===== config.mk =====
export PLATFORM = sky130hd
export DESIGN_NAME = frequency_replacement_cache_top
export DESIGN_NICKNAME = d
export VERILOG_FILES = /design/src/design/frc_pkg.sv /design/src/design/frequency_replacement_cache_top.sv /design/src/design/frc_ram.sv
export SDC_FILE = /design/constraint.sdc
export NUM_CORES = 2
export LEC_CHECK = 0
export BUFFER_PORTS_ARGS = -buffer_cell sky130_fd_sc_hd__buf_2
export CORE_UTILIZATION = 38
export CTS_CLUSTER_SIZE = 24
export DETAILED_ROUTE_END_ITERATION = 16
export GPL_TIMING_DRIVEN = 0
export PLACE_DENSITY = 0.51
export SYNTH_ARGS = -nofsm -noshare
export SYNTH_HDL_FRONTEND = slang
export SYNTH_HIERARCHICAL = 1
export SYNTH_SLANG_ARGS = --single-unit

===== constraint.sdc =====
create_clock -name aclk -period 9 [get_ports aclk]
set_input_delay 1.8 -clock aclk [delete_from_list [all_inputs] [get_ports aclk]]
set_output_delay 1.8 -clock aclk [all_outputs]
set_load 0.02 [all_outputs]

===== src/design/frc_pkg.sv =====
`timescale 1ns / 1ps
`default_nettype none

package frc_pkg;

    localparam int CAPACITY    = 16;
    localparam int COUNT_WIDTH = 16;
    localparam int IDX_W       = $clog2(CAPACITY);
    localparam int FILL_W      = $clog2(CAPACITY + 1);
    localparam int AGE_W       = 32;

    localparam logic [1:0] CMD_READ   = 2'd0;
    localparam logic [1:0] CMD_PUT    = 2'd1;
    localparam logic [1:0] CMD_WRITE  = 2'd2;
    localparam logic [1:0] CMD_UNUSED = 2'd3;

    localparam logic [1:0] POL_LFU  = 2'd0;
    localparam logic [1:0] POL_MFU  = 2'd1;
    localparam logic [1:0] POL_MFRU = 2'd2;
    localparam logic [1:0] POL_LFRU = 2'd3;

    typedef enum logic [4:0] {
        ST_IDLE,
        ST_SRCH_RD,
        ST_SRCH_CHK,
        ST_HFIND_RD,
        ST_HFIND_CHK,
        ST_VIC_RD,
        ST_VIC_CHK,
        ST_VSLOT_RD,
        ST_VSLOT_CHK,
        ST_DEL_RD,
        ST_DEL_WR,
        ST_SD_RD,
        ST_SD_RD2,
        ST_SD_CHK,
        ST_SD_RD3,
        ST_SD_SWAP,
        ST_AGE_RD,
        ST_AGE_WR,
        ST_INS_WR,
        ST_SU_RD,
        ST_SU_RD2,
        ST_SU_CHK,
        ST_SLOT_WR,
        ST_OUT
    } state_t;

    typedef struct packed {
        logic [IDX_W-1:0]       hslot;
        logic [COUNT_WIDTH-1:0] count;
        logic [AGE_W-1:0]       age;
    } hrec_t;

    typedef struct packed {
        logic [31:0] address;
        logic [31:0] data;
        logic        dirty;
    } slot_t;

endpackage

`default_nettype wire


===== src/design/frequency_replacement_cache_top.sv =====
`timescale 1ns / 1ps
`default_nettype none

// channel   | ports           | word
// request   | s_axis_*        | tdata: cmd, address, wdata (66 bits, padded to 72)
// result    | m_axis_*        | tdata: hit, rdata, evicted, evict_address, evict_data,
//           |                 |        evict_dirty (99 bits, padded to 104)
// policy    | cfg_we, cfg_wdata | replace_policy
//
// One request at a time; every step of a scan or sift waits on a registered memory read.
// An unused command goes straight to the output; a miss that evicts under MFRU or LFRU
// runs a slot scan, a victim scan, a delete, a sift down, an ageing pass, an insert and
// sift up, then the slot write and the output.
// Reset clears control state, the policy and the fill level only; no clearing pass.
// s_axis_tready stays low during reset.
// A finished result waits in the output register while the input stays stalled.

module frequency_replacement_cache_top (
    input  wire logic         aclk,
    input  wire logic         aresetn,
    input  wire logic         s_axis_tvalid,
    output logic              s_axis_tready,
    input  wire logic [71:0]  s_axis_tdata,   // cmd[1:0], address[33:2], wdata[65:34]
    output logic              m_axis_tvalid,
    input  wire logic         m_axis_tready,
    output logic      [103:0] m_axis_tdata,   // hit[0], rdata[32:1], evicted[33],
                                              // evict_address[65:34], evict_data[97:66],
                                              // evict_dirty[98]
    input  wire logic         cfg_we,
    input  wire logic [1:0]   cfg_wdata
);

    localparam int IW = frc_pkg::IDX_W;
    localparam int FW = frc_pkg::FILL_W;
    localparam int CW = frc_pkg::COUNT_WIDTH;
    localparam int HW = $bits(frc_pkg::hrec_t);
    localparam int SW = $bits(frc_pkg::slot_t);
    localparam logic [CW-1:0] CNT_MAX = {CW{1'b1}};
    localparam logic [FW-1:0] CAP = FW'(frc_pkg::CAPACITY);

    frc_pkg::state_t state_reg, state_next;

    logic [1:0]  policy_reg;
    logic [FW-1:0] fill_reg, fill_next;
    logic [1:0]  cmd_reg;
    logic [31:0] addr_reg, wdata_reg;
    logic [FW-1:0] i_reg, i_next;          // scan index
    logic [FW-1:0] j_reg, j_next;          // child / parent index
    logic [FW-1:0] h_reg, h_next;          // heap position of accessed record
    logic [IW-1:0] slot_reg, slot_next;
    logic        found_reg, found_next;
    logic [CW-1:0] cnt_reg, cnt_next;
    frc_pkg::hrec_t cur_reg, cur_next;     // record held at i
    frc_pkg::hrec_t oth_reg, oth_next;     // record held at j
    frc_pkg::hrec_t best_reg, best_next;
    logic [FW-1:0] bidx_reg, bidx_next;
    logic        hit_reg, hit_next, ev_reg, ev_next;
    frc_pkg::slot_t evs_reg, evs_next;
    logic [31:0] rdata_reg, rdata_next;
    logic        mvalid_reg;
    logic [103:0] mdata_reg;

    logic        h_we, s_we;
    logic [IW-1:0] h_wa, h_ra, s_wa, s_ra;
    frc_pkg::hrec_t h_wd, h_rd;
    frc_pkg::slot_t s_wd, s_rd;

    frc_ram #(.DEPTH(frc_pkg::CAPACITY), .WIDTH(HW)) u_heap (
        .aclk(aclk), .we(h_we), .waddr(h_wa), .wdata(h_wd), .raddr(h_ra), .rdata(h_rd)
    );

    frc_ram #(.DEPTH(frc_pkg::CAPACITY), .WIDTH(SW)) u_slot (
        .aclk(aclk), .we(s_we), .waddr(s_wa), .wdata(s_wd), .raddr(s_ra), .rdata(s_rd)
    );

    logic mx;
    assign mx = (policy_reg == frc_pkg::POL_MFU) || (policy_reg == frc_pkg::POL_MFRU);

    logic [FW:0] lc;                        // 2*i+1
    assign lc = {i_reg, 1'b1};

    assign s_axis_tready = aresetn && (state_reg == frc_pkg::ST_IDLE) && !mvalid_reg;
    assign m_axis_tvalid = mvalid_reg;
    assign m_axis_tdata  = mdata_reg;

    always_ff @(posedge aclk) begin
        if (!aresetn) begin
            state_reg  <= frc_pkg::ST_IDLE;
            policy_reg <= frc_pkg::POL_LFU;
            fill_reg   <= '0;
            mvalid_reg <= 1'b0;
        end else begin
            state_reg <= state_next;
            fill_reg  <= fill_next;
            if (cfg_we) begin
                policy_reg <= cfg_wdata;
            end
            if (state_reg == frc_pkg::ST_OUT) begin
                mvalid_reg <= 1'b1;
            end else if (m_axis_tready) begin
                mvalid_reg <= 1'b0;
            end
        end
    end

    always_ff @(posedge aclk) begin
        if (s_axis_tvalid && s_axis_tready) begin
            cmd_reg   <= s_axis_tdata[1:0];
            addr_reg  <= s_axis_tdata[33:2];
            wdata_reg <= s_axis_tdata[65:34];
        end
        i_reg     <= i_next;
        j_reg     <= j_next;
        h_reg     <= h_next;
        slot_reg  <= slot_next;
        found_reg <= found_next;
        cnt_reg   <= cnt_next;
        cur_reg   <= cur_next;
        oth_reg   <= oth_next;
        best_reg  <= best_next;
        bidx_reg  <= bidx_next;
        hit_reg   <= hit_next;
        ev_reg    <= ev_next;
        evs_reg   <= evs_next;
        rdata_reg <= rdata_next;
        if (state_reg == frc_pkg::ST_OUT) begin
            mdata_reg <= {5'd0, evs_reg.dirty, evs_reg.data, evs_reg.address, ev_reg,
                          rdata_reg, hit_reg};
        end
    end

    // next state
    always_comb begin
        state_next = state_reg;
        case (state_reg)
            frc_pkg::ST_IDLE: begin
                if (s_axis_tvalid && s_axis_tready) begin
                    state_next = (s_axis_tdata[1:0] == frc_pkg::CMD_UNUSED)
                                 ? frc_pkg::ST_OUT : frc_pkg::ST_SRCH_RD;
                end
            end
            frc_pkg::ST_SRCH_RD: begin
                state_next = (i_reg < fill_reg) ? frc_pkg::ST_SRCH_CHK : frc_pkg::ST_SLOT_WR;
            end
            frc_pkg::ST_SRCH_CHK: begin
                if (s_rd.address == addr_reg) begin
                    state_next = frc_pkg::ST_HFIND_RD;
                end else begin
                    state_next = frc_pkg::ST_SRCH_RD;
                end
            end
            frc_pkg::ST_HFIND_RD:  state_next = frc_pkg::ST_HFIND_CHK;
            frc_pkg::ST_HFIND_CHK: begin
                if (h_rd.hslot == slot_reg || i_reg + 1'b1 >= fill_reg) begin
                    state_next = frc_pkg::ST_DEL_RD;
                end else begin
                    state_next = frc_pkg::ST_HFIND_RD;
                end
            end
            frc_pkg::ST_VIC_RD:  state_next = frc_pkg::ST_VIC_CHK;
            frc_pkg::ST_VIC_CHK: begin
                state_next = (i_reg + 1'b1 >= fill_reg) ? frc_pkg::ST_VSLOT_RD
                                                        : frc_pkg::ST_VIC_RD;
            end
            frc_pkg::ST_VSLOT_RD:  state_next = frc_pkg::ST_VSLOT_CHK;
            frc_pkg::ST_VSLOT_CHK: state_next = frc_pkg::ST_DEL_RD;
            frc_pkg::ST_DEL_RD:    state_next = frc_pkg::ST_DEL_WR;
            frc_pkg::ST_DEL_WR:    state_next = frc_pkg::ST_SD_RD;
            frc_pkg::ST_SD_RD: begin
                state_next = (lc < {1'b0, fill_reg}) ? frc_pkg::ST_SD_RD2
                                                     : frc_pkg::ST_AGE_RD;
            end
            frc_pkg::ST_SD_RD2:  state_next = frc_pkg::ST_SD_CHK;
            frc_pkg::ST_SD_CHK:  state_next = frc_pkg::ST_SD_RD3;
            frc_pkg::ST_SD_RD3:  state_next = frc_pkg::ST_SD_SWAP;
            frc_pkg::ST_SD_SWAP: begin
                state_next = (mx ? (cur_reg.count <= oth_reg.count)
                                 : (cur_reg.count >= oth_reg.count)) ? frc_pkg::ST_SD_RD
                                                                     : frc_pkg::ST_AGE_RD;
            end
            frc_pkg::ST_AGE_RD: begin
                state_next = (i_reg < fill_reg) ? frc_pkg::ST_AGE_WR : frc_pkg::ST_INS_WR;
            end
            frc_pkg::ST_AGE_WR: state_next = frc_pkg::ST_AGE_RD;
            frc_pkg::ST_INS_WR: state_next = frc_pkg::ST_SU_RD;
            frc_pkg::ST_SU_RD: begin
                state_next = (i_reg == '0) ? frc_pkg::ST_SLOT_WR : frc_pkg::ST_SU_RD2;
            end
            frc_pkg::ST_SU_RD2: state_next = frc_pkg::ST_SU_CHK;
            frc_pkg::ST_SU_CHK: begin
                state_next = (mx ? (cur_reg.count > h_rd.count)
                                 : (cur_reg.count < h_rd.count)) ? frc_pkg::ST_SU_RD
                                                                 : frc_pkg::ST_SLOT_WR;
            end
            frc_pkg::ST_SLOT_WR: state_next = frc_pkg::ST_OUT;
            frc_pkg::ST_OUT:     state_next = frc_pkg::ST_IDLE;
            default:             state_next = frc_pkg::ST_IDLE;
        endcase
        // a miss with no hit found: decide between fill, evict or nothing
        if (state_reg == frc_pkg::ST_SRCH_RD && !(i_reg < fill_reg)) begin
            if (cmd_reg == frc_pkg::CMD_READ) begin
                state_next = frc_pkg::ST_OUT;
            end else if (fill_reg < CAP) begin
                state_next = frc_pkg::ST_AGE_RD;
            end else if (policy_reg == frc_pkg::POL_MFRU || policy_reg == frc_pkg::POL_LFRU) begin
                state_next = frc_pkg::ST_VIC_RD;
            end else begin
                state_next = frc_pkg::ST_VSLOT_RD;
            end
        end
    end

    // datapath and memory control
    always_comb begin
        fill_next  = fill_reg;
        i_next     = i_reg;
        j_next     = j_reg;
        h_next     = h_reg;
        slot_next  = slot_reg;
        found_next = found_reg;
        cnt_next   = cnt_reg;
        cur_next   = cur_reg;
        oth_next   = oth_reg;
        best_next  = best_reg;
        bidx_next  = bidx_reg;
        hit_next   = hit_reg;
        ev_next    = ev_reg;
        evs_next   = evs_reg;
        rdata_next = rdata_reg;
        h_we = 1'b0; h_wa = '0; h_wd = '0; h_ra = i_reg[IW-1:0];
        s_we = 1'b0; s_wa = slot_reg; s_wd = '0; s_ra = i_reg[IW-1:0];
        case (state_reg)
            frc_pkg::ST_IDLE: begin
                i_next     = '0;
                found_next = 1'b0;
                hit_next   = 1'b0;
                ev_next    = 1'b0;
                evs_next   = '0;
                rdata_next = '0;
                cnt_next   = CW'(1);
            end
            frc_pkg::ST_SRCH_RD: begin
                s_ra = i_reg[IW-1:0];
                if (!(i_reg < fill_reg)) begin
                    slot_next = fill_reg[IW-1:0];
                    i_next    = '0;
                    bidx_next = '0;
                end
            end
            frc_pkg::ST_SRCH_CHK: begin
                if (s_rd.address == addr_reg) begin
                    found_next = 1'b1;
                    hit_next   = 1'b1;
                    slot_next  = i_reg[IW-1:0];
                    if (cmd_reg == frc_pkg::CMD_READ) begin
                        rdata_next = s_rd.data;
                    end
                    evs_next   = '0;
                    i_next     = '0;
                    h_next     = '0;
                end else begin
                    i_next = i_reg + 1'b1;
                end
            end
            frc_pkg::ST_HFIND_RD: begin
                h_ra = i_reg[IW-1:0];
            end
            frc_pkg::ST_HFIND_CHK: begin
                if (h_rd.hslot == slot_reg) begin
                    h_next   = i_reg;
                    cnt_next = (h_rd.count < CNT_MAX) ? h_rd.count + 1'b1 : h_rd.count;
                end else begin
                    i_next = i_reg + 1'b1;
                    // record not found: keep position 0 as the model does
                    if (i_reg + 1'b1 >= fill_reg) begin
                        h_next = '0;
                    end
                end
            end
            frc_pkg::ST_VIC_RD: begin
                h_ra = i_reg[IW-1:0];
            end
            frc_pkg::ST_VIC_CHK: begin
                if (i_reg == '0) begin
                    best_next = h_rd;
                    bidx_next = '0;
                end else if (policy_reg == frc_pkg::POL_MFRU) begin
                    if (h_rd.count > best_reg.count
                        || (h_rd.count == best_reg.count && h_rd.age < best_reg.age)) begin
                        best_next = h_rd;
                        bidx_next = i_reg;
                    end
                end else begin
                    if (h_rd.count < best_reg.count
                        || (h_rd.count == best_reg.count && h_rd.age > best_reg.age)) begin
                        best_next = h_rd;
                        bidx_next = i_reg;
                    end
                end
                i_next = i_reg + 1'b1;
            end
            frc_pkg::ST_VSLOT_RD: begin
                h_ra = bidx_reg[IW-1:0];
                h_next = bidx_reg;
            end
            frc_pkg::ST_VSLOT_CHK: begin
                slot_next = h_rd.hslot;
                ev_next   = 1'b1;
            end
            frc_pkg::ST_DEL_RD: begin
                // read the last record; for evictions fetch the victim slot too
                h_ra = IW'(fill_reg - 1'b1);
                s_ra = slot_reg;
            end
            frc_pkg::ST_DEL_WR: begin
                if (ev_reg) begin
                    evs_next = s_rd;
                end
                h_we      = 1'b1;
                h_wa      = h_reg[IW-1:0];
                h_wd      = h_rd;
                cur_next  = h_rd;
                fill_next = fill_reg - 1'b1;
                i_next    = h_reg;
            end
            frc_pkg::ST_SD_RD: begin
                h_ra = lc[IW-1:0];
                j_next = lc[FW-1:0];
            end
            frc_pkg::ST_SD_RD2: begin
                oth_next = h_rd;
                h_ra = IW'(j_reg + 1'b1);
            end
            frc_pkg::ST_SD_CHK: begin
                if (j_reg + 1'b1 < fill_reg
                    && (mx ? (h_rd.count >= oth_reg.count) : (h_rd.count < oth_reg.count))) begin
                    oth_next = h_rd;
                    j_next   = j_reg + 1'b1;
                end
            end
            frc_pkg::ST_SD_RD3: begin
                h_ra = i_reg[IW-1:0];
            end
            frc_pkg::ST_SD_SWAP: begin
                cur_next = h_rd;
                if (mx ? (cur_reg.count <= oth_reg.count) : (cur_reg.count >= oth_reg.count)) begin
                    // i gets child now; child written on the next pass or at the end
                    h_we = 1'b1;
                    h_wa = i_reg[IW-1:0];
                    h_wd = oth_reg;
                    i_next = j_reg;
                end else begin
                    i_next = '0;
                end
                if (!(mx ? (cur_reg.count <= oth_reg.count)
                         : (cur_reg.count >= oth_reg.count))) begin
                    i_next = '0;
                end
            end
            frc_pkg::ST_AGE_RD: begin
                h_ra = i_reg[IW-1:0];
                // after sift down, the sifted record was already written back at its final spot
            end
            frc_pkg::ST_AGE_WR: begin
                h_we = 1'b1;
                h_wa = i_reg[IW-1:0];
                h_wd = h_rd;
                if (h_rd.age != '1) begin
                    h_wd.age = h_rd.age + 1'b1;
                end
                i_next = i_reg + 1'b1;
            end
            frc_pkg::ST_INS_WR: begin
                cur_next.hslot = slot_reg;
                cur_next.count = cnt_reg;
                cur_next.age   = '0;
                h_we = 1'b1;
                h_wa = fill_reg[IW-1:0];
                h_wd = cur_next;
                i_next    = fill_reg;
                fill_next = fill_reg + 1'b1;
            end
            frc_pkg::ST_SU_RD: begin
                j_next = (i_reg - 1'b1) >> 1;
            end
            frc_pkg::ST_SU_RD2: begin
                h_ra = j_reg[IW-1:0];
            end
            frc_pkg::ST_SU_CHK: begin
                if (mx ? (cur_reg.count > h_rd.count) : (cur_reg.count < h_rd.count)) begin
                    h_we = 1'b1;
                    h_wa = i_reg[IW-1:0];
                    h_wd = h_rd;
                    i_next = j_reg;
                end
            end
            frc_pkg::ST_SLOT_WR: begin
                if (cmd_reg != frc_pkg::CMD_READ) begin
                    s_we = 1'b1;
                    s_wa = slot_reg;
                    s_wd.address = addr_reg;
                    s_wd.data    = wdata_reg;
                    s_wd.dirty   = (cmd_reg == frc_pkg::CMD_WRITE);
                end
                // write the record at its final sift-up position
                if (found_reg || cmd_reg != frc_pkg::CMD_READ) begin
                    h_we = 1'b1;
                    h_wa = i_reg[IW-1:0];
                    h_wd = cur_reg;
                end
            end
            default: ;
        endcase
        // leaving sift down: park the record at i, then start the ageing pass at 0
        if ((state_reg == frc_pkg::ST_SD_RD && !(lc < {1'b0, fill_reg}))
            || (state_reg == frc_pkg::ST_SD_SWAP
                && !(mx ? (cur_reg.count <= oth_reg.count)
                        : (cur_reg.count >= oth_reg.count)))) begin
            h_we = 1'b1;
            h_wa = i_reg[IW-1:0];
            h_wd = cur_reg;
            i_next = '0;
        end
        if (state_reg == frc_pkg::ST_SD_SWAP) begin
            cur_next = cur_reg;
        end
    end

endmodule

`default_nettype wire


===== src/design/frc_ram.sv =====
`timescale 1ns / 1ps
`default_nettype none

module frc_ram #(
    parameter int DEPTH = 16,
    parameter int WIDTH = 32
) (
    input  wire logic                     aclk,
    input  wire logic                     we,
    input  wire logic [$clog2(DEPTH)-1:0] waddr,
    input  wire logic [WIDTH-1:0]         wdata,
    input  wire logic [$clog2(DEPTH)-1:0] raddr,
    output logic      [WIDTH-1:0]         rdata
);

    logic [WIDTH-1:0] mem [DEPTH];

    always_ff @(posedge aclk) begin
        if (we) begin
            mem[waddr] <= wdata;
        end
        rdata <= mem[raddr];
    end

endmodule

`default_nettype wire


==> summary.md <==
| Metric | Value |
|---|---|
| Routability cong. | 0.873 |
| Final ANT Viol Nets | 0 |
| Tmin final | 5690 ps |
| Cell variety after synth | 88 |
| Worst Hold Endpoint | m_axis_tdata[82]$_DFFE_PP_ |
| Ranking of synthesized cells by area | edfxtp_1, mux4_2, dfxtp_1, a22oi_1, ha_1 |
| CTS tree | done |
| Mapped Area | 95,400 µm² |
| Worst slew pin tran | 1330 ps |
| Rel. slew slack | 10.6% |
| Post-layout power | 29.1 mW |
| Layout Nets | 5,709 |
| First DRT Iteration DRCs | 4,653 |
| Worst endpoint required time | 9640 ps |
| Crit share post-route | 63.2% |
| CTS clk-pin slew, worst paths | 60 ps |
| Max stage delay cell, worst path | nor3_2 |
| Setup_tns | 0 ps |
| Post-Synthesis Cells | 4,881 |
| Sequential group share of total power | 47.4% |
| Post-CTS sizing | 0 |
| # rows | 183 |
| Inst Count DP | 8,550 |
| R2r endpoint | u_heap/mem[0][28]$_DFFE_PP_ |
| Hold Vio Cnt, Final | 0 |
| Gate power share | 14.4% |
| Die Wd | 503 µm |
| Startpoint types | register |
| Reg with most FFs | u_slot/mem |
| Max reg flops | 1,040 |
| Synth Warn # | 6 |
| Avg Vias per Cell | 5.52 |
| Top Ports | 185 |
| Hold depth | 0 |
| Core area | 249,000 µm² |
| EDFF count, synth | 2,323 |
| Pwr/cell area | 259 nW/µm² |
| Most common cell after layout, fill and taps aside | edfxtp_1 |
| Outcome | finished clean |
| Buffers & Inverters on Critical Path | 4 |
| # clock sinks | 2,458 |
| Worst Path Arrival | 6330 ps |
| Pleak | 33.8 nW |
| Most area-hungry cell type in the Yosys netlist | edfxtp_1 |
| Die Span Y | 503 µm |
| R2R Setup Slk | 3310 ps |
| RSZ-0062 raised after global routing | false |
| Initial antenna violation count | 11 |
| DRT Pass-1 Iters | 7 |
| Max Clk Rate | 0.176 GHz |
| Routed wire per std cell | 29.1 µm |
| Synth top area share | 73.1% |
| Pint | 21.6 mW |
| Setup WS pre-CTS | 3310 ps |
| Sw Ratio | 25.7% |
| Initial core utilization | 38.3% |
| Clk buf depth | 4 |
| Reg2reg start | u_heap/rdata[41]$_DFF_P_ |
| Seq/Total Area, Yosys | 75.9% |
| CTS hold repair buffers | 0 |
| First-pass GRT wire length | 375,000 µm |
| Vias in the first global route | 50,700 |
| Setup Viol. Count Final | 0 |
| Grt total ovfl | 0 |
| CP Capture Type | register |
| Min-delay worst type | register to register |
| Setup ws final | 3310 ps |
| Num CTS Buffers | 285 |
| Most used cell, CP | buf_6 |
| Final Non-Filler Cells | 9,045 |
| Top_reg_cell synth | edfxtp_1 |
| Final Max Tran Viols | 0 |
| DP HPWL | 175,000 µm |
| IO buf count | 173 |
| Area grow syn2layout | 17.8% |
| Hold path start | evs_reg[17]$_SDFFCE_PN0P_ |
| DRC viols | 0 |
| Vias | 49,900 |
| Kind of critical path | register to register |
| CTS H-tree lvls | 5 |
| Reg2reg path depth | 14 |
| Skew-Pair Late Insertion Delay | 960 ps |
| VDD IR-drop max | 202 µV |
| MaxCap Viol Count | 0 |
| Clk network pwr share | 38.2% |
| Yosys reg bits | 2,458 |
| Synthesized area per cell | 19.5 µm² |
| Top delay family on crit path | simple AND/OR/NAND/NOR gates |
| Post-CTS setup buffers | 0 |
| DP Area | 103,000 µm² |
| DRT Wirelength | 264,000 µm |
| Most frequent cells in the layout | edfxtp_1, mux4_2, clkbuf_16, nand2_1, a22oi_1 |
| Slowest stage delay, CP | 690 ps |
| GR Util All Layers | 20.9% |
| CTS Root Cell | clkbuf_16 |
| CP max FO | 9 |
| Net Sw Power | 7.48 mW |
| Die ar. | 253,000 µm² |
| Critical-path cell list | inv_1, ha_1, and3_1, a221oi_1, o21ai_1, nor4_1, or3_1, nand4b_1, a21bo_2, or3b_2, nor3_2, buf_6, buf_8, buf_6 |
| Final Cell Area | 112,000 µm² |
| Post-synth ARST share | 0% |
| Worst Skew | 73.6 ps |
| Pin count of the biggest net entering global routing | 54 |
| Layout cells sized above 1 | 24.2% |
-- power by group through the flow --
stage	logic, mW	registers (mW)	clock network (mW)
floorplan	2.76	13.8	0
global placement	4.00	14.1	0
detailed placement	4.25	14.0	0
CTS	4.26	13.8	11.4
global route	4.51	13.8	11.8
finish	4.18	13.8	11.1
-- worst max path at each step --
stage,startpoint,end,depth (start not counted)
after floorplan,u_heap/rdata[41]$_DFF_P_,u_heap/mem[0][0]$_DFFE_PP_,11
after global placement,state_reg[3]$_SDFFE_PN0P_,u_slot/mem[0][17]$_DFFE_PP_,7
after detailed placement,u_heap/rdata[41]$_DFF_P_,u_heap/mem[0][28]$_DFFE_PP_,14
after CTS,u_heap/rdata[41]$_DFF_P_,u_heap/mem[2][42]$_DFFE_PP_,13
after global routing,u_heap/rdata[47]$_DFF_P_,u_heap/mem[0][1]$_DFFE_PP_,14
final,u_heap/rdata[41]$_DFF_P_,u_heap/mem[0][28]$_DFFE_PP_,14
-- final cells by class --
type | count | area (µm²)
sequential | 2458 | 72500
timing repair buffer | 335 | 3570
inverter | 102 | 385
clock inverter | 131 | 1150
antenna | 3 | 7.51
fill | 21600 | 137000
buffer | 249 | 1320
clock buffer | 361 | 7760
tap | 3330 | 4170
multi-input combinational | 2076 | 21500
-- Yosys cell counts, types with 13 or more instances --
master and n:
buf_4 13, mux4_2 468, ha_1 123, buf_2 51
a221o_1 35, a22oi_1 247, nor2_1 118, nor3_1 38
a31oi_1 13, nand4_1 37, and3_1 111, a21oi_1 50
nor4_1 13, o21ai_0 94, xnor2_1 57, nand3_1 48
a21o_1 27, and2_1 101, dfxtp_1 135, edfxtp_1 2323
nand2_1 250, buf_6 31, nor2b_1 17, clkbuf_1 139
a22o_1 35, o211ai_1 14, inv_1 101
-- routing by layer --
metal | track usage [%] | vias up | part of all wire [%]
li1 | - | 21300 | -
met1 | 28.6 | 26600 | 43
met2 | 34.1 | 1717 | 48
met3 | 3.79 | 385 | 6.1
met4 | 5.95 | 4 | 2.8
met5 | 0 | - | 0.0080
-- stage by stage --
step	util (%)	hold WS, ps
finish	45.1	398
global route	45.1	418
CTS	45.1	399
detailed placement	41.5	405
global placement	40.3	403
floorplan	-	400
-- cell families after synthesis --
kind of cell               synth area share [%]
AOI/OAI and AO/OA                          4.59
and+or+nand+nor                            4.30
xor gates and xnor gates                  0.578
muxes                                      11.2
adders and majority gates                  1.61
DFF                                        75.9
other                                   0.00393
buffers and inverters                      1.78
Power figures use the tool's default switching activity.
